[src/msq_pkg.sv]
// ----------------------------------------------------------------------------
// msq_pkg: shared types, constants and tables for the isoline generator
// Case-code segment table, edge codes, config and divider interface types.
// ----------------------------------------------------------------------------
package msq_pkg;

   localparam int MAX_COLUMNS   = 1024;
   localparam int COL_BITS      = $clog2(MAX_COLUMNS);
   localparam int WIDTH_BITS    = COL_BITS + 1;
   localparam int SAMPLE_BITS   = 16;
   localparam int DIFF_BITS     = SAMPLE_BITS + 1;
   localparam int FRAC_BITS     = 8;
   localparam int T_BITS        = FRAC_BITS + 1;
   localparam int STEP_BITS     = 16;
   localparam int ORIGIN_BITS   = 32;
   localparam int ROW_BITS      = 16;
   localparam int X_BITS        = 33;
   localparam int Y_BITS        = 34;
   localparam int CSR_ADDR_BITS = 5;
   localparam int CSR_DATA_BITS = 32;

   typedef enum logic [2:0] {
      REG_ISO_LEVEL    = 3'd0,
      REG_STEP_X       = 3'd1,
      REG_STEP_Y       = 3'd2,
      REG_ORIGIN_X     = 3'd3,
      REG_ORIGIN_Y     = 3'd4,
      REG_GRID_COLUMNS = 3'd5
   } reg_index_type;

   typedef enum logic [1:0] {
      EDGE_TOP    = 2'd0,
      EDGE_RIGHT  = 2'd1,
      EDGE_BOTTOM = 2'd2,
      EDGE_LEFT   = 2'd3
   } edge_type;

   typedef struct packed {
      logic signed [SAMPLE_BITS-1:0] iso_level;
      logic [STEP_BITS-1:0]          step_x;
      logic [STEP_BITS-1:0]          step_y;
      logic signed [ORIGIN_BITS-1:0] origin_x;
      logic signed [ORIGIN_BITS-1:0] origin_y;
      logic [WIDTH_BITS-1:0]         columns;   // clamped to 2..MAX_COLUMNS
   } cfg_type;

   typedef struct packed {
      logic                        start;
      logic signed [DIFF_BITS-1:0] num;
      logic signed [DIFF_BITS-1:0] den;
   } div_req_type;

   typedef struct packed {
      logic              done;
      logic [T_BITS-1:0] t;
   } div_rsp_type;

   localparam edge_type SEG_EDGES [0:15][0:3] = '{
      '{EDGE_TOP,    EDGE_TOP,    EDGE_TOP,  EDGE_TOP},
      '{EDGE_LEFT,   EDGE_TOP,    EDGE_TOP,  EDGE_TOP},
      '{EDGE_TOP,    EDGE_RIGHT,  EDGE_TOP,  EDGE_TOP},
      '{EDGE_LEFT,   EDGE_RIGHT,  EDGE_TOP,  EDGE_TOP},
      '{EDGE_RIGHT,  EDGE_BOTTOM, EDGE_TOP,  EDGE_TOP},
      '{EDGE_LEFT,   EDGE_BOTTOM, EDGE_TOP,  EDGE_RIGHT},
      '{EDGE_TOP,    EDGE_BOTTOM, EDGE_TOP,  EDGE_TOP},
      '{EDGE_LEFT,   EDGE_BOTTOM, EDGE_TOP,  EDGE_TOP},
      '{EDGE_BOTTOM, EDGE_LEFT,   EDGE_TOP,  EDGE_TOP},
      '{EDGE_BOTTOM, EDGE_TOP,    EDGE_TOP,  EDGE_TOP},
      '{EDGE_BOTTOM, EDGE_RIGHT,  EDGE_LEFT, EDGE_TOP},
      '{EDGE_BOTTOM, EDGE_RIGHT,  EDGE_TOP,  EDGE_TOP},
      '{EDGE_RIGHT,  EDGE_LEFT,   EDGE_TOP,  EDGE_TOP},
      '{EDGE_RIGHT,  EDGE_TOP,    EDGE_TOP,  EDGE_TOP},
      '{EDGE_TOP,    EDGE_LEFT,   EDGE_TOP,  EDGE_TOP},
      '{EDGE_TOP,    EDGE_TOP,    EDGE_TOP,  EDGE_TOP}
   };

   function automatic logic [1:0] seg_count(input logic [3:0] code);
      logic [1:0] n;
      case (code) inside
         4'd0, 4'd15: n = 2'd0;
         4'd5, 4'd10: n = 2'd2;
         default:     n = 2'd1;
      endcase
      return n;
   endfunction

   function automatic edge_type seg_edge(input logic [3:0] code, input logic [1:0] idx);
      return SEG_EDGES[code][idx];
   endfunction

endpackage

[src/msq_div.sv]
// ----------------------------------------------------------------------------
// msq_div: edge fraction divider
// Restoring divider, one quotient bit a cycle, gives clamped Q1.8 fraction.
// ----------------------------------------------------------------------------
module msq_div (
   input  logic                  clock,
   input  logic                  reset,
   input  msq_pkg::div_req_type  div_req,
   output msq_pkg::div_rsp_type  div_rsp
);
   import msq_pkg::*;

   localparam int CNT_BITS = $clog2(FRAC_BITS);

   logic                  busy_ff;
   logic                  done_ff;
   logic [CNT_BITS-1:0]   cnt_ff;
   logic [DIFF_BITS-1:0]  rem_ff;
   logic [DIFF_BITS-1:0]  den_ff;
   logic [FRAC_BITS-1:0]  q_ff;
   logic [T_BITS-1:0]     t_ff;
   logic                  num_neg;
   logic                  den_neg;
   logic [DIFF_BITS-1:0]  num_mag;
   logic [DIFF_BITS-1:0]  den_mag;
   logic [DIFF_BITS:0]    shifted;
   logic                  fits;
   logic [DIFF_BITS-1:0]  rem_in;

   always_comb begin
      num_neg = div_req.num[DIFF_BITS-1];
      den_neg = div_req.den[DIFF_BITS-1];
      num_mag = num_neg ? DIFF_BITS'(-div_req.num) : DIFF_BITS'(div_req.num);
      den_mag = den_neg ? DIFF_BITS'(-div_req.den) : DIFF_BITS'(div_req.den);
      shifted = {rem_ff, 1'b0};
      fits    = shifted >= {1'b0, den_ff};
      rem_in  = fits ? DIFF_BITS'(shifted - {1'b0, den_ff}) : shifted[DIFF_BITS-1:0];
   end

   always_ff @(posedge clock) begin
      if (reset) begin
         busy_ff <= 1'b0;
         done_ff <= 1'b0;
      end else begin
         done_ff <= 1'b0;
         if (div_req.start) begin
            if (den_mag == '0) begin
               t_ff    <= T_BITS'(1 << (FRAC_BITS - 1));
               done_ff <= 1'b1;
            end else if (num_mag != '0 && num_neg != den_neg) begin
               t_ff    <= '0;
               done_ff <= 1'b1;
            end else if (num_mag >= den_mag) begin
               t_ff    <= T_BITS'(1 << FRAC_BITS);
               done_ff <= 1'b1;
            end else begin
               busy_ff <= 1'b1;
               cnt_ff  <= '0;
               rem_ff  <= num_mag;
               den_ff  <= den_mag;
            end
         end else if (busy_ff) begin
            rem_ff <= rem_in;
            q_ff   <= {q_ff[FRAC_BITS-2:0], fits};
            cnt_ff <= cnt_ff + 1'b1;
            if (cnt_ff == CNT_BITS'(FRAC_BITS - 1)) begin
               busy_ff <= 1'b0;
               done_ff <= 1'b1;
               t_ff    <= {1'b0, q_ff[FRAC_BITS-2:0], fits};
            end
         end
      end
   end

   assign div_rsp.done = done_ff;
   assign div_rsp.t    = t_ff;

endmodule

[config.mk]
export PLATFORM = sky130hd
export DESIGN_NAME = msq_div
export DESIGN_NICKNAME = d
export VERILOG_FILES = /design/src/msq_pkg.sv /design/src/msq_div.sv
export SDC_FILE = /design/constraint.sdc
export NUM_CORES = 1
export LEC_CHECK = 0
export BUFFER_PORTS_ARGS = -buffer_cell sky130_fd_sc_hd__buf_2
export CAP_MARGIN = 20
export CORE_UTILIZATION = 25
export DETAILED_ROUTE_END_ITERATION = 16
export HOLD_SLACK_MARGIN = 0.06
export PLACE_DENSITY = 0.47
export SLEW_MARGIN = 20
export SYNTH_ARGS = -nofsm -noshare
export SYNTH_HDL_FRONTEND = slang
export SYNTH_SLANG_ARGS = --single-unit
[constraint.sdc]
create_clock -name clock -period 14.6 [get_ports clock]
set_input_delay 1.46 -clock clock [delete_from_list [all_inputs] [get_ports clock]]
set_output_delay 1.46 -clock clock [all_outputs]
set_load 0.1 [all_outputs]
==> flow_metrics.env, run 1 <==
export IMPL_slowest_delay_ns=0.67
export IMPL_cp_slowest_cell="or4b_2"
export IMPL_crit_path_start_kind="primary input"
export IMPL_min_period_ns=5.67
export IMPL_hp_start="q_ff[1]$_DFFE_PP_"
export IMPL_p_leak_nw=2.01
export IMPL_synth_area_per_cell_um2=9.49
export IMPL_drt_wirelength_per_cell_um=15.4
export IMPL_fp_dieH_um=136
export IMPL_synth_cells=471
export IMPL_core_area_um2=17400
export IMPL_die_w_um=136
export IMPL_cts_made_buffers=5
export IMPL_floorplan_die_area_um2=18400
export IMPL_drt_iter0_markers=146
export IMPL_antenna_found_initial=0
export IMPL_yosysWarnings=0
export IMPL_hpwl_um=9190
export IMPL_path_cells="buf_2 -> inv_1 -> ha_1 -> or4b_2 -> or3_1 -> o31a_1 -> xor2_1 -> ha_1 -> nand3_1 -> a21boi_0 -> o2111ai_1 -> a211oi_1 -> o221a_2 -> or3_1 -> o31ai_4 -> buf_6"
export IMPL_syn2layout_area_growth_pct=13.6
export IMPL_reg2reg_depth=9
export IMPL_synth_top_area_frac=0.356
export IMPL_syn_area_um2=4470
export IMPL_vias_per_cell=4.88
export IMPL_nets=580
export IMPL_insertedDiodeCount=0
export IMPL_grt_setup_unrepaired="false"
export IMPL_slew_viol_final=0
export IMPL_clock_latency_ns=0.29
export IMPL_finClkSkew_ns=0.0122
export IMPL_num_vias=3562
export IMPL_cts_tree="yes"
export IMPL_start_util=0.258
export IMPL_hold_viol_final=0
export IMPL_arrival_ns=5.66
export IMPL_tightest_slew_ns=1.05
export IMPL_powerDensity_nw_per_um2=95.5
export IMPL_tns_ns=0
export IMPL_yosys_most_used_dff="edfxtp_1"
export IMPL_ctsHoldBuffers=0
export IMPL_hp_class="flop to flop"
export IMPL_grt_pass1_vias=3439
export IMPL_rows=48
export IMPL_outcome="finished clean"
export IMPL_post_cts_resized=0
export IMPL_hold_path_end="q_ff[2]$_DFFE_PP_"
export IMPL_io_buffers=46
export IMPL_root_buffer="clkbuf_16"
export IMPL_clockBufferDepth=2
export IMPL_final_layout_size_suffix_gt1_frac=0.152
export IMPL_setup_viol=0
export IMPL_finalPower_mw=0.485
export IMPL_reg2reg_to="rem_ff[12]$_DFFE_PP_"
export IMPL_r2r_start="rem_ff[0]$_DFFE_PP_"
export IMPL_path_max_fanout=15
export IMPL_grt_max_degree=32
export IMPL_grt_pass1_wl_um=18100
export IMPL_post_cts_buffers=0
export IMPL_ir_worst_vdd_mv=0.0513
export IMPL_cts_max_level=2
export IMPL_yosys_area_top_type="edfxtp_1"
export IMPL_drt_pass1_iterations=4
export IMPL_drv_cap=0
export IMPL_period_share=0.389
export IMPL_crit_path_end_kind="flop"
export IMPL_gp_congestion=0.849
export IMPL_min_path_cells=0
export IMPL_ff2ff_setup_slack_ns=10.82
export IMPL_grt_usage=0.126
export IMPL_yosysSeqAreaShare=0.365
export IMPL_maxSlewHeadroom=0.295
export IMPL_path_clk_slew_ns=0.07
export IMPL_synth_cell_types=64
export IMPL_wl_um=11300
export IMPL_ys_async_sr_fraction=0
export IMPL_ios=47
export IMPL_synth_top_cells_by_area="edfxtp_1, ha_1, xnor2_1"
export IMPL_grt_ovfl_total=0
export IMPL_synth_edff_count=53
export IMPL_syn_nets=547
export IMPL_path_class="primary input to flop"
export IMPL_crit_required_ns=14.59
export IMPL_drc=0
export IMPL_ys_seq_elements=55
export IMPL_drtAntennaViolNets=0
export IMPL_cts_sinks=55
export IMPL_max_freq_mhz=176
## report_power, final
group / internal [mW] / switching, mW
logic: 0.0664 / 0.105
clock network: 0.0643 / 0.0549
registers: 0.190 / 0.00472
## synth_stat cells (6+ instances only)
library cell and n:
clkbuf_1 17, o31ai_1 10, or3_1 8, nor2b_1 15
o21ai_0 25, nor3_1 11, a21oi_1 23, nand2_1 27
edfxtp_1 53, inv_1 45, o41ai_1 6, xnor2_1 28
nand4_1 6, nand3_1 9, a21o_1 8, ha_1 38
nor2_1 32, mux2i_1 9, xor2_1 12
## sequential cells by signal, indices dropped and copies added (netlist names)
signal   flops
q_ff         7
busy_ff      1
den_ff      17
done_ff      1
rem_ff      17
cnt_ff       3
t_ff         9
## placed cells by master (no fill, tap or decap), types with 5 or more instances in the layout
| master | count |
|---|---|
| nor2_1 | 32 |
| o21ai_0 | 25 |
| nand4_1 | 6 |
| o31ai_1 | 9 |
| a21o_1 | 8 |
| nor3b_1 | 5 |
| inv_1 | 45 |
| xnor2_1 | 28 |
| nor3_1 | 10 |
| a21oi_1 | 23 |
| o21a_1 | 5 |
| o41ai_1 | 6 |
| or3_1 | 8 |
| nand2b_1 | 5 |
| buf_2 | 46 |
| ha_1 | 38 |
| nor4_1 | 5 |
| mux2i_1 | 9 |
| nand2_1 | 27 |
| xor2_1 | 12 |
| nand3_1 | 9 |
| clkbuf_16 | 5 |
| edfxtp_1 | 53 |
| nor2b_1 | 15 |
## area by class of cell
type,instances,area [um2]
Fill cell,1797,12300
Multi-Input combinational cell,349,2600
Sequential cell,55,1630
Tap cell,225,282
Timing Repair Buffer,48,249
Inverter,45,169
Clock buffer,5,125
Clock inverter,3,21.3
## logic make-up (layout without fill, tap and decap cells)
kind of cell,count (synthesis),count (layout),share of synthesized area
AO/OA/AOI/OAI,114,114,0.182
XOR/XNOR,40,40,0.0784
adder cells (fa/ha/maj),39,39,0.111
buffers and inverters,67,101,0.0577
flip-flops,55,55,0.365
multiplexers,14,14,0.0336
AND/OR/NAND/NOR,142,142,0.172
## metal layers
| layer | GRT usage | up-vias | wire, um |
|---|---|---|---|
| li1 | - | 1798 | - |
| met1 | 0.169 | 1664 | 5470 |
| met2 | 0.212 | 89 | 5280 |
| met3 | 0.00786 | 11 | 311 |
| met4 | 0.0437 | 0 | 194 |
| met5 | 0 | - | 0 |
## worst max-delay path by stage
| stage | start | endpoint | slack, ns |
|---|---|---|---|
| 4_1_cts | div_req[17] | rem_ff[12]$_DFFE_PP_ | 8.56 |
| 5_1_grt | div_req[17] | rem_ff[13]$_DFFE_PP_ | 8.70 |
| 6_report | div_req[17] | rem_ff[12]$_DFFE_PP_ | 8.93 |
| 3_3_place_gp | div_req[17] | rem_ff[13]$_DFFE_PP_ | 8.38 |
| 2_1_floorplan | div_req[17] | cnt_ff[0]$_SDFFCE_PP0P_ | 8.07 |
| 3_5_place_dp | div_req[17] | rem_ff[14]$_DFFE_PP_ | 8.26 |
## worst max-delay path: cells and delay by family
kind | cells | cell delay [ns]
and+or+nand+nor | 4 | 1.68
buffers and inverters | 3 | 0.46
AOI/OAI and AO/OA | 6 | 1.35
xor gates and xnor gates | 1 | 0.23
adders and majority gates | 2 | 0.48
## stage by stage
| stage | hold slack (ns) | area [um2] | setup slack (ns) | util | instances |
|---|---|---|---|---|---|
| floorplan | 0.418 | 4470 | 8.07 | - | 471 |
| global placement | 0.426 | 4920 | 8.38 | 0.283 | 721 |
| detailed placement | 0.429 | 4920 | 8.26 | 0.283 | 721 |
| CTS | 0.448 | 5070 | 8.56 | 0.292 | 729 |
| global route | 0.477 | 5080 | 8.70 | 0.293 | 730 |
| finish | 0.448 | 5080 | 8.93 | 0.293 | 730 |
Note: power is estimated with default switching activity, not from simulation.
==> run 2, diff against run 1 <==
- ABC_AREA: unset -> 1
- PLACE_DENSITY: 0.47 -> 0.49
- clock period: 14.6 -> 4.85 ns (I/O delays scaled with it)
==> run 2 against run 1 <==
  * Clock skew shrank 0.00090 ns
  * Count of clock-buffer cells in the layout up 1
  * Cell area up 8.6%
  * Critical path type unchanged
  * Critical endpoint is now den_ff[11]$_DFFE_PP_
  * Largest cell class unchanged
==> flow_metrics.env, run 2 <==
export IMPL_synth_top_cells_by_area="edfxtp_1, nand2_1, ha_1"
export IMPL_drv_cap=0
export IMPL_cts_tree="yes"
export IMPL_insertedDiodeCount=0
export IMPL_core_area_um2=19000
export IMPL_ctsHoldBuffers=0
export IMPL_rows=50
export IMPL_post_cts_buffers=0
export IMPL_drc=0
export IMPL_clockBufferDepth=2
export IMPL_synth_compound_area_frac=0.102
export IMPL_synth_cells=672
export IMPL_antenna_found_initial=0
export IMPL_final_layout_size_suffix_gt1_frac=0.140
export IMPL_synthXorXnorAreaFrac=0.0374
export IMPL_nets=788
export IMPL_powerDensity_nw_per_um2=257
export IMPL_sw_frac_of_total=0.356
export IMPL_final_cell_mix="nand2_1, inv_1, nor2_1"
export IMPL_slew_viol_final=0
export IMPL_drt_wirelength_per_cell_um=12.8
export IMPL_synth_top_area_frac=0.326
export IMPL_root_buffer="clkbuf_16"
export IMPL_drtAntennaViolNets=0
export IMPL_synth_area_per_cell_um2=7.27
export IMPL_arrival_ns=3.35
export IMPL_cts_max_level=2
export IMPL_grt_ovfl_total=0
export IMPL_crit_required_ns=4.84
export IMPL_final_common_cell="nand2_1"
export IMPL_path_clk_slew_ns=0.07
export IMPL_muxShareOfSynthArea=0
export IMPL_floorplan_die_area_um2=20100
export IMPL_yosysMostFrequentCell="nand2_1"
export IMPL_yosys_top_cells_count="nand2_1, inv_1, nor2_1"
export IMPL_io_buffers=46
export IMPL_post_cts_resized=0
export IMPL_max_freq_mhz=298
export IMPL_grt_max_degree=30
export IMPL_grt_usage=0.130
export IMPL_hp_class="primary input to flop"
export IMPL_grt_pass1_wl_um=20500
export IMPL_nFillCells=2062
export IMPL_wl_um=12400
export IMPL_gp_congestion=0.837
export IMPL_drt_iter0_markers=262
export IMPL_power_switching_mw=0.503
export IMPL_path_max_fanout=14
export IMPL_grt_setup_unrepaired="false"
export IMPL_maxSlewHeadroom=0.401
export IMPL_grt_pass1_vias=4018
export IMPL_yosys_area_share_simple=0.319
export IMPL_crit_path_start_kind="primary input"
export IMPL_synth_cell_types=44
export IMPL_final_core_util=0.291
export IMPL_synth_top_family_by_area="simple AND/OR/NAND/NOR gates"
export IMPL_comb_power_share=0.337
export IMPL_yosysWarnings=0
export IMPL_reg_top3="den_ff: 17 flops, rem_ff: 17 flops, t_ff: 9 flops"
export IMPL_yosysSeqAreaShare=0.334
export IMPL_drt_pass1_iterations=5
export IMPL_start_util=0.258
export IMPL_synth_edff_count=53
export IMPL_synthAdderAreaFrac=0.101
export IMPL_yosys_area_top_type="edfxtp_1"
export IMPL_hold_viol_final=0
export IMPL_syn_nets=748
export IMPL_ys_async_sr_fraction=0
export IMPL_seq_power_share=0.406
export IMPL_clock_power_share=0.257
export IMPL_hpwl_um=10300
export IMPL_met1_usage=0.177
export IMPL_tns_ns=0
export IMPL_min_period_ns=3.36
export IMPL_path_class="primary input to flop"
export IMPL_vias_per_cell=4.33
export IMPL_intPower_mw=0.912
export IMPL_hold_ws_ns=0.429
export IMPL_grt_busiest_layer="met2"
export IMPL_ir_worst_vdd_mv=0.145
export IMPL_p_leak_nw=2.67
export IMPL_cts_made_buffers=5
export IMPL_crit_path_end_kind="flop"
export IMPL_period_share=0.693
export IMPL_gr_usage_met3=0.0142
export IMPL_finClkSkew_ns=0.0113
export IMPL_setup_viol=0
export IMPL_fp_dieH_um=142
export IMPL_use_met2=0.218
export IMPL_outcome="finished clean"
export IMPL_yosys_most_used_dff="edfxtp_1"
export IMPL_ys_seq_elements=55
export IMPL_ios=47
export IMPL_syn_area_um2=4890
export IMPL_cts_sinks=55
export IMPL_tightest_slew_ns=0.898
export IMPL_die_w_um=142
export IMPL_clock_latency_ns=0.30
export IMPL_num_vias=4212
export IMPL_syn2layout_area_growth_pct=12.8
run 2: final timing paths:
path / startpoint / to / slack [ns] / cells after the start
setup / recovery: div_req[17] / den_ff[11]$_DFFE_PP_ / 1.49 / 17
hold / removal: div_req[0] / den_ff[0]$_DFFE_PP_ / 0.43 / 1
setup reg to reg: rem_ff[2]$_DFFE_PP_ / rem_ff[7]$_DFFE_PP_ / 2.03 / 9
hold reg to reg: q_ff[2]$_DFFE_PP_ / q_ff[3]$_DFFE_PP_ / 0.46 / 0
run 2: power groups by stage:
| stage | Sequential [mW] | Combinational (mW) | Clock, mW |
|---|---|---|---|
| 2_1_floorplan | 0.612 | 0.338 | 0 |
| 3_3_place_gp | 0.586 | 0.482 | 0 |
| 3_5_place_dp | 0.586 | 0.476 | 0 |
| 4_1_cts | 0.575 | 0.480 | 0.373 |
| 5_1_grt | 0.579 | 0.538 | 0.390 |
| 6_report | 0.575 | 0.477 | 0.363 |
run 2: metal layers:
metal | vias to the layer above | wire [um]
met3 | 10 | 208
li1 | 2262 | -
met1 | 1898 | 6300
met2 | 42 | 5750
met4 | 0 | 188
met5 | - | 0
run 2: final cells by class:
type | count | area (um2) | share of cell area
Clock buffer | 6 | 129 | 0.0234
Clock inverter | 2 | 16.3 | 0.00295
Inverter | 113 | 424 | 0.0769
Multi-Input combinational cell | 489 | 2740 | 0.497
Sequential cell | 55 | 1630 | 0.296
Tap cell | 260 | 325 | 0.0590
Timing Repair Buffer | 48 | 245 | 0.0445
run 2: metrics by stage:
stage          cells  worst slack (ns)  total power, mW  instance area [um2]
6_report         973              1.49             1.42                 5510
5_1_grt          973              1.16             1.51                 5510
4_1_cts          973              1.47             1.43                 5510
3_5_place_dp     965              1.16             1.06                 5360
3_3_place_gp     965              1.21             1.07                 5360
2_1_floorplan    672              1.44            0.950                 4890
run 2: logic make-up after synthesis:
logic type,after synthesis
AOI/OAI and AO/OA,75
xor gates and xnor gates,20
adders and majority gates,39
buffers and inverters,128
DFF,55
and+or+nand+nor,355
run 2: critical path: stages:
cell and delay [ns]:
buf_2 0.09, inv_1 0.21, ha_1 0.24, nand2_1 0.12, nor2_4 0.17, nand3_1 0.11
nand2_1 0.09, xnor2_1 0.17, ha_1 0.31, a21oi_1 0.12, o21ai_0 0.09, a21oi_1 0.20
nand4_1 0.12, nor2_1 0.15, nand2_2 0.10, nor2_1 0.27, buf_4 0.29
