**src/msq_pkg.sv**
```systemverilog
// ----------------------------------------------------------------------------
// msq_pkg: shared types, constants and tables for the isoline generator
// Case-code segment table, edge codes, config and divider interface types.
// ----------------------------------------------------------------------------
package msq_pkg;

   localparam int MAX_COLUMNS   = 1024;
   localparam int COL_BITS      = $clog2(MAX_COLUMNS);
   localparam int WIDTH_BITS    = COL_BITS + 1;
   localparam int SAMPLE_BITS   = 16;
   localparam int DIFF_BITS     = SAMPLE_BITS + 1;
   localparam int FRAC_BITS     = 8;
   localparam int T_BITS        = FRAC_BITS + 1;
   localparam int STEP_BITS     = 16;
   localparam int ORIGIN_BITS   = 32;
   localparam int ROW_BITS      = 16;
   localparam int X_BITS        = 33;
   localparam int Y_BITS        = 34;
   localparam int CSR_ADDR_BITS = 5;
   localparam int CSR_DATA_BITS = 32;

   typedef enum logic [2:0] {
      REG_ISO_LEVEL    = 3'd0,
      REG_STEP_X       = 3'd1,
      REG_STEP_Y       = 3'd2,
      REG_ORIGIN_X     = 3'd3,
      REG_ORIGIN_Y     = 3'd4,
      REG_GRID_COLUMNS = 3'd5
   } reg_index_type;

   typedef enum logic [1:0] {
      EDGE_TOP    = 2'd0,
      EDGE_RIGHT  = 2'd1,
      EDGE_BOTTOM = 2'd2,
      EDGE_LEFT   = 2'd3
   } edge_type;

   typedef struct packed {
      logic signed [SAMPLE_BITS-1:0] iso_level;
      logic [STEP_BITS-1:0]          step_x;
      logic [STEP_BITS-1:0]          step_y;
      logic signed [ORIGIN_BITS-1:0] origin_x;
      logic signed [ORIGIN_BITS-1:0] origin_y;
      logic [WIDTH_BITS-1:0]         columns;   // clamped to 2..MAX_COLUMNS
   } cfg_type;

   typedef struct packed {
      logic                        start;
      logic signed [DIFF_BITS-1:0] num;
      logic signed [DIFF_BITS-1:0] den;
   } div_req_type;

   typedef struct packed {
      logic              done;
      logic [T_BITS-1:0] t;
   } div_rsp_type;

   localparam edge_type SEG_EDGES [0:15][0:3] = '{
      '{EDGE_TOP,    EDGE_TOP,    EDGE_TOP,  EDGE_TOP},
      '{EDGE_LEFT,   EDGE_TOP,    EDGE_TOP,  EDGE_TOP},
      '{EDGE_TOP,    EDGE_RIGHT,  EDGE_TOP,  EDGE_TOP},
      '{EDGE_LEFT,   EDGE_RIGHT,  EDGE_TOP,  EDGE_TOP},
      '{EDGE_RIGHT,  EDGE_BOTTOM, EDGE_TOP,  EDGE_TOP},
      '{EDGE_LEFT,   EDGE_BOTTOM, EDGE_TOP,  EDGE_RIGHT},
      '{EDGE_TOP,    EDGE_BOTTOM, EDGE_TOP,  EDGE_TOP},
      '{EDGE_LEFT,   EDGE_BOTTOM, EDGE_TOP,  EDGE_TOP},
      '{EDGE_BOTTOM, EDGE_LEFT,   EDGE_TOP,  EDGE_TOP},
      '{EDGE_BOTTOM, EDGE_TOP,    EDGE_TOP,  EDGE_TOP},
      '{EDGE_BOTTOM, EDGE_RIGHT,  EDGE_LEFT, EDGE_TOP},
      '{EDGE_BOTTOM, EDGE_RIGHT,  EDGE_TOP,  EDGE_TOP},
      '{EDGE_RIGHT,  EDGE_LEFT,   EDGE_TOP,  EDGE_TOP},
      '{EDGE_RIGHT,  EDGE_TOP,    EDGE_TOP,  EDGE_TOP},
      '{EDGE_TOP,    EDGE_LEFT,   EDGE_TOP,  EDGE_TOP},
      '{EDGE_TOP,    EDGE_TOP,    EDGE_TOP,  EDGE_TOP}
   };

   function automatic logic [1:0] seg_count(input logic [3:0] code);
      logic [1:0] n;
      case (code) inside
         4'd0, 4'd15: n = 2'd0;
         4'd5, 4'd10: n = 2'd2;
         default:     n = 2'd1;
      endcase
      return n;
   endfunction

   function automatic edge_type seg_edge(input logic [3:0] code, input logic [1:0] idx);
      return SEG_EDGES[code][idx];
   endfunction

endpackage

```
**src/msq_csr.sv**
```systemverilog
// ----------------------------------------------------------------------------
// msq_csr: configuration register file
// APB-style write/read of the six control registers; clamps the row width.
// ----------------------------------------------------------------------------
module msq_csr (
   input  logic                                clock,
   input  logic                                reset,
   input  logic                                csr_psel,
   input  logic                                csr_penable,
   input  logic                                csr_pwrite,
   input  logic [msq_pkg::CSR_ADDR_BITS-1:0]   csr_paddr,
   input  logic [msq_pkg::CSR_DATA_BITS-1:0]   csr_pwdata,
   output logic [msq_pkg::CSR_DATA_BITS-1:0]   csr_prdata,
   output logic                                csr_pready,
   output msq_pkg::cfg_type                    cfg
);
   import msq_pkg::*;

   logic [SAMPLE_BITS-1:0] iso_ff;
   logic [STEP_BITS-1:0]   step_x_ff;
   logic [STEP_BITS-1:0]   step_y_ff;
   logic [ORIGIN_BITS-1:0] origin_x_ff;
   logic [ORIGIN_BITS-1:0] origin_y_ff;
   logic [WIDTH_BITS-1:0]  columns_ff;
   logic                   wr_en;
   reg_index_type          index;

   assign csr_pready = 1'b1;
   assign wr_en      = csr_psel & csr_penable & csr_pwrite;
   assign index      = reg_index_type'(csr_paddr[CSR_ADDR_BITS-1:2]);

   always_ff @(posedge clock) begin
      if (reset) begin
         iso_ff      <= '0;
         step_x_ff   <= STEP_BITS'(256);
         step_y_ff   <= STEP_BITS'(256);
         origin_x_ff <= '0;
         origin_y_ff <= '0;
         columns_ff  <= WIDTH_BITS'(MAX_COLUMNS);
      end else if (wr_en) begin
         unique case (index)
            REG_ISO_LEVEL:    iso_ff      <= csr_pwdata[SAMPLE_BITS-1:0];
            REG_STEP_X:       step_x_ff   <= csr_pwdata[STEP_BITS-1:0];
            REG_STEP_Y:       step_y_ff   <= csr_pwdata[STEP_BITS-1:0];
            REG_ORIGIN_X:     origin_x_ff <= csr_pwdata[ORIGIN_BITS-1:0];
            REG_ORIGIN_Y:     origin_y_ff <= csr_pwdata[ORIGIN_BITS-1:0];
            REG_GRID_COLUMNS: columns_ff  <= csr_pwdata[WIDTH_BITS-1:0];
            default: ;
         endcase
      end
   end

   always_comb begin
      unique case (index)
         REG_ISO_LEVEL:    csr_prdata = CSR_DATA_BITS'(iso_ff);
         REG_STEP_X:       csr_prdata = CSR_DATA_BITS'(step_x_ff);
         REG_STEP_Y:       csr_prdata = CSR_DATA_BITS'(step_y_ff);
         REG_ORIGIN_X:     csr_prdata = CSR_DATA_BITS'(origin_x_ff);
         REG_ORIGIN_Y:     csr_prdata = CSR_DATA_BITS'(origin_y_ff);
         REG_GRID_COLUMNS: csr_prdata = CSR_DATA_BITS'(columns_ff);
         default:          csr_prdata = '0;
      endcase
   end

   always_comb begin
      cfg.iso_level = $signed(iso_ff);
      cfg.step_x    = step_x_ff;
      cfg.step_y    = step_y_ff;
      cfg.origin_x  = $signed(origin_x_ff);
      cfg.origin_y  = $signed(origin_y_ff);
      if (columns_ff < WIDTH_BITS'(2))
         cfg.columns = WIDTH_BITS'(2);
      else if (columns_ff > WIDTH_BITS'(MAX_COLUMNS))
         cfg.columns = WIDTH_BITS'(MAX_COLUMNS);
      else
         cfg.columns = columns_ff;
   end

endmodule

```
**config.mk**
```make
export PLATFORM = sky130hd
export DESIGN_NAME = msq_csr
export DESIGN_NICKNAME = d
export VERILOG_FILES = /design/src/msq_pkg.sv /design/src/msq_csr.sv
export SDC_FILE = /design/constraint.sdc
export NUM_CORES = 1
export LEC_CHECK = 0
export BUFFER_PORTS_ARGS = -buffer_cell sky130_fd_sc_hd__buf_2
export CAP_MARGIN = 10
export CORE_MARGIN = 8
export CORE_UTILIZATION = 25
export DETAILED_ROUTE_END_ITERATION = 10
export PLACE_DENSITY_LB_ADDON = 0.2
export SLEW_MARGIN = 20
export SYNTH_ARGS = -nofsm -noshare
export SYNTH_HDL_FRONTEND = slang
export SYNTH_SLANG_ARGS = --single-unit
```
**constraint.sdc**
```tcl
create_clock -name clock -period 1.1 [get_ports clock]
set_input_delay 0.055 -clock clock [delete_from_list [all_inputs] [get_ports clock]]
set_output_delay 0.055 -clock clock [all_outputs]
set_load 0.01 [all_outputs]
```
==> results.toml, run 1 <==
[grt]
grt_usage_pct = 15.57
grt_start_max_net_pins = 35
grt_pass1_wl_um = 34620
antenna_found_initial = 4
grt_pass1_vias = 5717
gr-total-overflow = 0

[power]
power_density_nw_per_um2 = 1175
p_leak_nw = 4.844
finalPower_mw = 11.31
max-vdd-ir-drop_mv = 0.7895

[layout]
layout_commonest_cell = "buf_2"
final_util_pct = 41.01
drive_above_1_share_pct = 52.48
syn2layout_area_growth_pct = 60.87
ff_latch_area_um2 = 2544
multi_input_area_um2 = 3477
fillCellCount = 2323
fin_nets = 939
layout_common_cells = "buf_2, nand2b_1, mux2i_1, buf_4, dfxtp_1"

[synthesis]
synth_flop_cell = "dfxtp_1"
avgSynthCellArea_um2 = 10.28
synthCells = 582
synth_warnings = 0
synth_edf_count = 0
synth_seq_cells = 123
syn_area_um2 = 5983
yosysSeqAreaShare_pct = 41.15
synth_cell_types = 40
ys_async_sr_fraction_pct = 0
synthesis.nets = 624

[route]
detail-route-antenna-nets = 0
drt_wl_total_um = 22750
drt-pass1-iter-count = 4
drc = 0
vias_per_cell = 4.344
wl_per_cell_um = 18.51
drt_iter0_markers = 227
vias = 5339

[status]
status = "finished, violations left"
violations = "setup timing"

[worst_setup_path]
crit_path_max_fanout = 2
criticalPathCategory = "reg -> out"
cp_data_required_time_ns = 1.04
crit_path_end_kind = "output port"
cp-start-kind = "register"
cp.arrival_ns = 1.59

[clock_tree]
cts_tree = "built"
insertion_delay_ns = 0.40
cts_inserted_buffers = 17
path_clk_slew_ns = 0.06
cts_buffer_depth = 2
ctsRootBufferMaster = "clkbuf_16"
htreeDepth = 4
cts.sinks = 123

[timing]
finalHoldViolations = 0
fin_crit_sh_pct = 149.5
rsz0062_at_grt = "true"
finalSetupViolCount = 43
fin_hold_ws_ns = 0.02185
min_period_ns = 1.644
finClkSkew_ns = 0
slew_violations = 0
worst_slack_ns = -0.5442
max_freq_ghz = 0.6082

[die]
boundaryPins = 198
die_h_um = 170.7
dieArea_um2 = 29140
num_rows = 56
fp.coreArea_um2 = 23470
fp.dieW_um = 170.7
start_util_pct = 25.49

[placed_design]
dp_hpwl_um = 16280
port_buffers = 194
gp_congestion = 0.7476

[run]
drv_cap = 0

[min_path]
hold_class = "in -> reg"
## through the flow
stage	area, um^2	setup WS (ns)	TNS (ns)	cells
after floorplan	6011	-0.001121	-0.003364	582
after global placement	8082	-0.3194	-27.06	1146
after detailed placement	8082	-0.3173	-29.09	1146
after CTS	9464	-0.5857	-9.225	1224
after global routing	9623	-0.6125	-10.39	1228
final	9625	-0.5442	-8.147	1229
## cells in the mapped netlist, types with 3 or more instances
library cell / count / area [um^2]
nand2b_1: 155 / 969.7
mux2i_1: 138 / 1381
dfxtp_1: 123 / 2462
clkbuf_1: 21 / 78.83
mux2_2: 18 / 202.7
a22o_1: 16 / 140.1
a22oi_1: 12 / 90.09
nor2b_1: 11 / 68.82
buf_2: 10 / 50.05
buf_4: 9 / 67.56
nor2_1: 9 / 33.78
o21ai_1: 7 / 35.03
buf_6: 5 / 56.30
nand2_1: 5 / 18.77
o21a_1: 4 / 30.03
a221oi_1: 3 / 26.28
nand2_2: 3 / 18.77
o221ai_1: 3 / 26.28
## flip-flops by register name, indices dropped and copies added, names as in the netlist
name and flops:
columns_ff 11, iso_ff 16, origin_x_ff 32, origin_y_ff 32, step_x_ff 16, step_y_ff 16
## final cells by class
type	count	area share (%)
diodes	1	0.02600
clock buffers	20	4.745
clock inverters	11	1.508
inverters	3	0.1170
multi-input cells	411	36.12
flip-flops and latches	123	26.43
well taps	319	4.147
repair buffers	341	26.91
## metal layers
metal	global-route usage [%]	up-vias	share of wire, %
met5	0	-	0.19
met4	3.318	8	0.54
met3	4.978	13	7.2
met2	24.29	154	45
met1	20.69	2514	47
li1	-	2650	-
## timing repair
| action | CTS | global route |
|---|---|---|
| setup endpoints to repair | 43 | 51 |
| resized for setup | 108 | 52 |
| buffers inserted | 27 | 8 |
| endpoints found under the hold margin | 35 | 0 |
| hold buffers | 18 | 0 |
| cloned | 3 | 0 |
| pin swaps | 17 | 17 |
## final timing paths
check,from,end,slack [ns],cells past startpoint
worst max-delay path,columns_ff[7]$_SDFFE_PP0P_,cfg[0],-0.54,5
worst min-delay path,csr_pwdata[13],origin_y_ff[13]$_SDFFE_PP0P_,0.02,3
worst max register to register,columns_ff[10]$_SDFFE_PP1P_,columns_ff[10]$_SDFFE_PP1P_,0.03,5
worst min register to register,step_x_ff[15]$_SDFFE_PP0P_,step_x_ff[15]$_SDFFE_PP0P_,0.48,2
## logic make-up after synthesis
kind of cell,count (synthesis),share of synthesized area (%)
AO/OA/AOI/OAI,57,7.466
buffers and inverters,48,4.412
flip-flops,123,41.15
multiplexers,157,26.66
other,1,0.06268
AND/OR/NAND/NOR,196,20.24
## power by group
part / leakage [nW] / internal (mW) / switching, mW
clock network: 0.288 / 3.66 / 2.08
registers: 1.02 / 4.49 / 0.0261
logic: 3.54 / 0.550 / 0.506
## critical path, stage by stage (launching register included)
cell and delay (ns):
dfxtp_2 0.33, nor4_2 0.26, buf_4 0.16, nand2_2 0.04
o211a_1 0.26, buf_6 0.13
(Power assumes the default switching activity.)
==> run 2, diff against run 1 <==
- CORE_ASPECT_RATIO: not set -> 0.6
==> run 2 against run 1 <==
Effect of this change:
- the run still ends with setup timing left
- power increased by 4.5%
- first-iteration DRC count increased by 29%
- critical path depth unchanged
- routed wire length increased by 2.0%
- clock power increased by 9.1%
- critical path type unchanged
- critical endpoint unchanged
- largest power group unchanged
==> results.toml, run 2 (synthesis gave the netlist of run 1 again) <==
[layout]
diodes = 0
fillCellCount = 2297
syn2layout_area_growth_pct = 63.57
stdcell_count = 1229
fin_area_um2 = 9787
fin_nets = 943
reg_top3 = "origin_x_ff x32, origin_y_ff x32"
drive_above_1_share_pct = 53.06
layout_common_cells = "nand2b_1, buf_2, mux2i_1, buf_4, dfxtp_2"

[worst_setup_path]
reg2reg_from = "columns_ff[10]$_SDFFE_PP1P_"
cp_data_required_time_ns = 1.04
cp-start-kind = "register"
crit_start = "columns_ff[2]$_SDFFE_PP0P_"
path_buf_inv = 2
cp.arrival_ns = 1.63
criticalPathCategory = "reg -> out"
cp_cell_sequence = "nor4_4 > buf_4 > nand2_1 > o211a_1 > buf_6"
crit_path_max_fanout = 2
crit_path_end_kind = "output port"
slowest_delay_ns = 0.34
path_delay_family = "simple AND/OR/NAND/NOR gates"
crit_slowest_cell = "dfxtp_2"

[placed_design]
dp.cells = 1143
port_buffers = 194
dp_hpwl_um = 16830
gp_congestion = 0.7627
placedInstanceArea_um2 = 8059

[min_path]
holdCritStartpoint = "csr_pwdata[11]"
hold_class = "in -> reg"

[grt]
grt_pass1_wl_um = 35480
antenna_found_initial = 0
gr-total-overflow = 0
grt_start_max_net_pins = 60
grt_usage_pct = 15.76
grt_pass1_vias = 5745

[power]
p_int_mw = 9.190
switching_share_pct = 22.24
finalPower_mw = 11.82
p_comb_share_pct = 8.9
switchingPower_mw = 2.628
p_leak_nw = 4.892
power_density_nw_per_um2 = 1207
seqPwrFrac_pct = 38.2
max-vdd-ir-drop_mv = 0.8295
p_clk_share_pct = 52.9

[timing]
finalHoldViolations = 0
slew_violations = 0
fin_hold_ws_ns = 0.02471
finClkSkew_ns = 0
worst_slack_ns = -0.5853
fin_setup_tns_ns = -8.098
min_period_ns = 1.685
finalSetupViolCount = 43
fin_crit_sh_pct = 153.2
rsz0062_at_grt = "true"
max_freq_ghz = 0.5934

[die]
dieArea_um2 = 29300
boundaryPins = 198
die_h_um = 135.8
start_util_pct = 25.68
num_rows = 43
fp.coreArea_um2 = 23300
fp.dieW_um = 215.7

[clock_tree]
cts_tree = "built"
cts_buffer_depth = 2
insertion_delay_ns = 0.42
cts_inserted_buffers = 17
path_clk_slew_ns = 0.06
ctsRootBufferMaster = "clkbuf_16"
cts.sinks = 123
htreeDepth = 4

[status]
violations = "setup timing"
status = "finished, violations left"

[route]
wl_per_cell_um = 18.87
detail-route-antenna-nets = 0
drt_iter0_markers = 293
drt-pass1-iter-count = 5
vias = 5429
vias_per_cell = 4.417
drc = 0
drt_wl_total_um = 23200

[run]
drv_cap = 0
-- run 2: repair_timing --
action,CTS,global route
setup buffers,30,7
hold buffers,19,0
gates cloned,1,0
endpoints found under the setup margin,46,68
resized for setup,111,84
endpoints found under the hold margin,36,0
pin swaps,22,11
-- run 2: worst reg2reg max path, stage by stage (launching register included) --
cell     delay [ns]
dfxtp_4        0.37
inv_2          0.07
buf_4          0.11
a21oi_1        0.03
a311o_1        0.30
-- run 2: final cells by class --
cell class | count | area (um^2) | share of cell area, %
Clock inverter | 5 | 127.6 | 1.304
Clock buffer | 27 | 523.0 | 5.344
Sequential cell | 123 | 2557 | 26.13
Tap cell | 315 | 394.1 | 4.027
Inverter | 3 | 11.26 | 0.1151
Multi-Input combinational cell | 411 | 3506 | 35.82
Timing Repair Buffer | 345 | 2668 | 27.26
-- run 2: worst paths after layout --
check	to	slack (ns)	depth (start not counted)
min reg2reg	origin_x_ff[13]$_SDFFE_PP0P_	0.48	2
max reg2reg	columns_ff[10]$_SDFFE_PP1P_	0.11	4
max	cfg[0]	-0.59	5
min	origin_x_ff[11]$_SDFFE_PP0P_	0.02	3
-- run 2: per-layer routing --
metal | share of wire, % | vias to the layer above | track usage (%)
li1 | - | 2668 | -
met1 | 48 | 2624 | 20.97
met2 | 44 | 123 | 23.46
met3 | 7.1 | 14 | 6.257
met4 | 1.2 | 0 | 4.069
met5 | 0 | - | 0
-- run 2: power by group through the flow --
stage	combinational (mW)	clock, mW	sequential (mW)
3_5_place_dp	0.929	0	4.61
6_report	1.05	6.26	4.51
3_3_place_gp	0.931	0	4.61
2_1_floorplan	0.448	0	4.62
4_1_cts	1.03	6.40	4.51
5_1_grt	1.13	6.63	4.51
-- run 2: per-stage QoR --
| stage | utilization (%) | worst slack (ns) |
|---|---|---|
| 2_1_floorplan | - | -0.001121 |
| 3_3_place_gp | 34.59 | -0.2903 |
| 3_5_place_dp | 34.59 | -0.2510 |
| 4_1_cts | 40.64 | -0.5981 |
| 5_1_grt | 42.01 | -0.6482 |
| 6_report | 42.01 | -0.5853 |
==> run 3, diff against run 2 <==
- clock period: 1.1 -> 1.8 ns (I/O delays scaled with it)
==> run 3 against run 2 <==
Effect of this change:
- the run now ends clean
- power shrank 43%
- non-clock buffer count down 106
- worst setup slack improved by 0.63 ns
- hold slack gained 0.018 ns
- critical path depth did not move
- first-iteration DRC count is the same
- global-route usage down 1.0 points
==> results.toml, run 3 (synthesis gave the netlist of run 1 again) <==
[status]
status = "complete, no violations"

[layout]
stdcell_count = 1123
layout_common_cells = "buf_2, nand2b_1, mux2i_1, dfxtp_1, buf_4"
syn2layout_area_growth_pct = 37.03
multi_input_area_um2 = 3279
reg_top3 = "origin_x_ff x32, origin_y_ff x32"
fin_nets = 837
final_util_pct = 35.20
ff_latch_area_um2 = 2465
fillCellCount = 2378
layout_commonest_cell = "buf_2"
drive_above_1_share_pct = 35.15
diodes = 0

[timing]
slew_headroom_pct = 62.43
worst_slew_pin_slew_ns = 0.5614
finalSetupViolCount = 0
rsz0062_at_grt = "true"
fin_crit_sh_pct = 97.59
finClkSkew_ns = 0
slew_violations = 0
max_freq_ghz = 0.5693
finalHoldViolations = 0
min_period_ns = 1.757
worst_slack_ns = 0.04340
fin_setup_tns_ns = 0

[grt]
grt_pass1_wl_um = 32740
gr-total-overflow = 0
antenna_found_initial = 0
grt_pass1_vias = 5136
grt_usage_pct = 14.72
grt_start_max_net_pins = 65

[placed_design]
place_ws_ns = 0.2183
port_buffers = 194
gp_congestion = 0.7327
dp.cells = 1073
dp_hpwl_um = 15690

[route]
drt-pass1-iter-count = 4
wl_per_cell_um = 19.27
drt_iter0_markers = 293
vias_per_cell = 4.394
detail-route-antenna-nets = 0
drc = 0
drt_wl_total_um = 21640
vias = 4934

[clock_tree]
cts_tree = "built"
path_clk_slew_ns = 0.05
cts_inserted_buffers = 17
cts.sinks = 123
insertion_delay_ns = 0.42
htreeDepth = 4
cts_buffer_depth = 2
ctsRootBufferMaster = "clkbuf_16"

[power]
p_leak_nw = 4.154
max-vdd-ir-drop_mv = 0.6419
finalPower_mw = 6.764
power_density_nw_per_um2 = 825.0

[worst_setup_path]
crit_path_end_kind = "output port"
crit_slowest_cell = "dfxtp_2"
ff2ff_path_depth = 3
criticalPathCategory = "reg -> out"
cp-start-kind = "register"
crit_path_max_fanout = 4
slowest_delay_ns = 0.35
cp_data_required_time_ns = 1.71
cp.arrival_ns = 1.67
cp_cell_sequence = "nor4_4 > buf_4 > nand2_1 > o211a_1 > buf_2"

[die]
start_util_pct = 25.68
boundaryPins = 198
num_rows = 43
fp.coreArea_um2 = 23300
die_h_um = 135.8
fp.dieW_um = 215.7
dieArea_um2 = 29300

[min_path]
holdPathStages = 3
hold_class = "in -> reg"

[run]
drv_cap = 0
## run 3: metal layers
layer / vias to the layer above / global-route usage (%) / routed length, um / share of wire (%)
li1: 2450 / - / - / -
met1: 2332 / 20.44 / 10920 / 50
met2: 133 / 20.92 / 8901 / 41
met3: 19 / 5.258 / 1565 / 7.2
met4: 0 / 4.521 / 255 / 1.2
met5: - / 0 / 0 / 0
## run 3: area by class of cell
type | count | area share, %
Clock buffer | 27 | 6.745
Clock inverter | 5 | 0.6409
Inverter | 3 | 0.1373
Multi-Input combinational cell | 411 | 40.00
Sequential cell | 123 | 30.06
Tap cell | 315 | 4.807
Timing Repair Buffer | 239 | 17.61
## run 3: critical path: cells and delay by family (launching register included)
family	cells	cell delay, ns
AND/OR/NAND/NOR	2	0.36
buffers and inverters	2	0.30
AO/OA/AOI/OAI	1	0.23
flip-flops	1	0.35
## run 3: repair_timing
action                                 4_1_cts  5_1_grt
endpoints found under the hold margin       35        0
gates resized for setup                      4        1
buffers inserted                             0        0
pin swaps                                    1        1
setup endpoints to repair                    2        1
hold buffers                                18        0
## run 3: through the flow
step,area (um^2),hold slack (ns)
6_report,8199,0.04311
5_1_grt,8199,0.04465
4_1_cts,8198,0.02599
3_5_place_dp,7390,0.3853
3_3_place_gp,7390,0.3792
2_1_floorplan,5983,0.2428
## run 3: final timing paths
kind	endpoint	startpoint	slack [ns]
setup / recovery	cfg[0]	columns_ff[2]$_SDFFE_PP0P_	0.04
hold / removal	step_x_ff[14]$_SDFFE_PP0P_	csr_pwdata[14]	0.04
setup reg to reg	columns_ff[10]$_SDFFE_PP1P_	columns_ff[10]$_SDFFE_PP1P_	0.88
hold reg to reg	origin_y_ff[30]$_SDFFE_PP0P_	origin_y_ff[30]$_SDFFE_PP0P_	0.48
## run 3: report_power, final
part,leakage (nW),internal (mW),switching (mW)
Combinational,2.86,0.231,0.276
Clock,0.301,2.23,1.27
Sequential,0.993,2.74,0.0175
Total,4.15,5.20,1.56
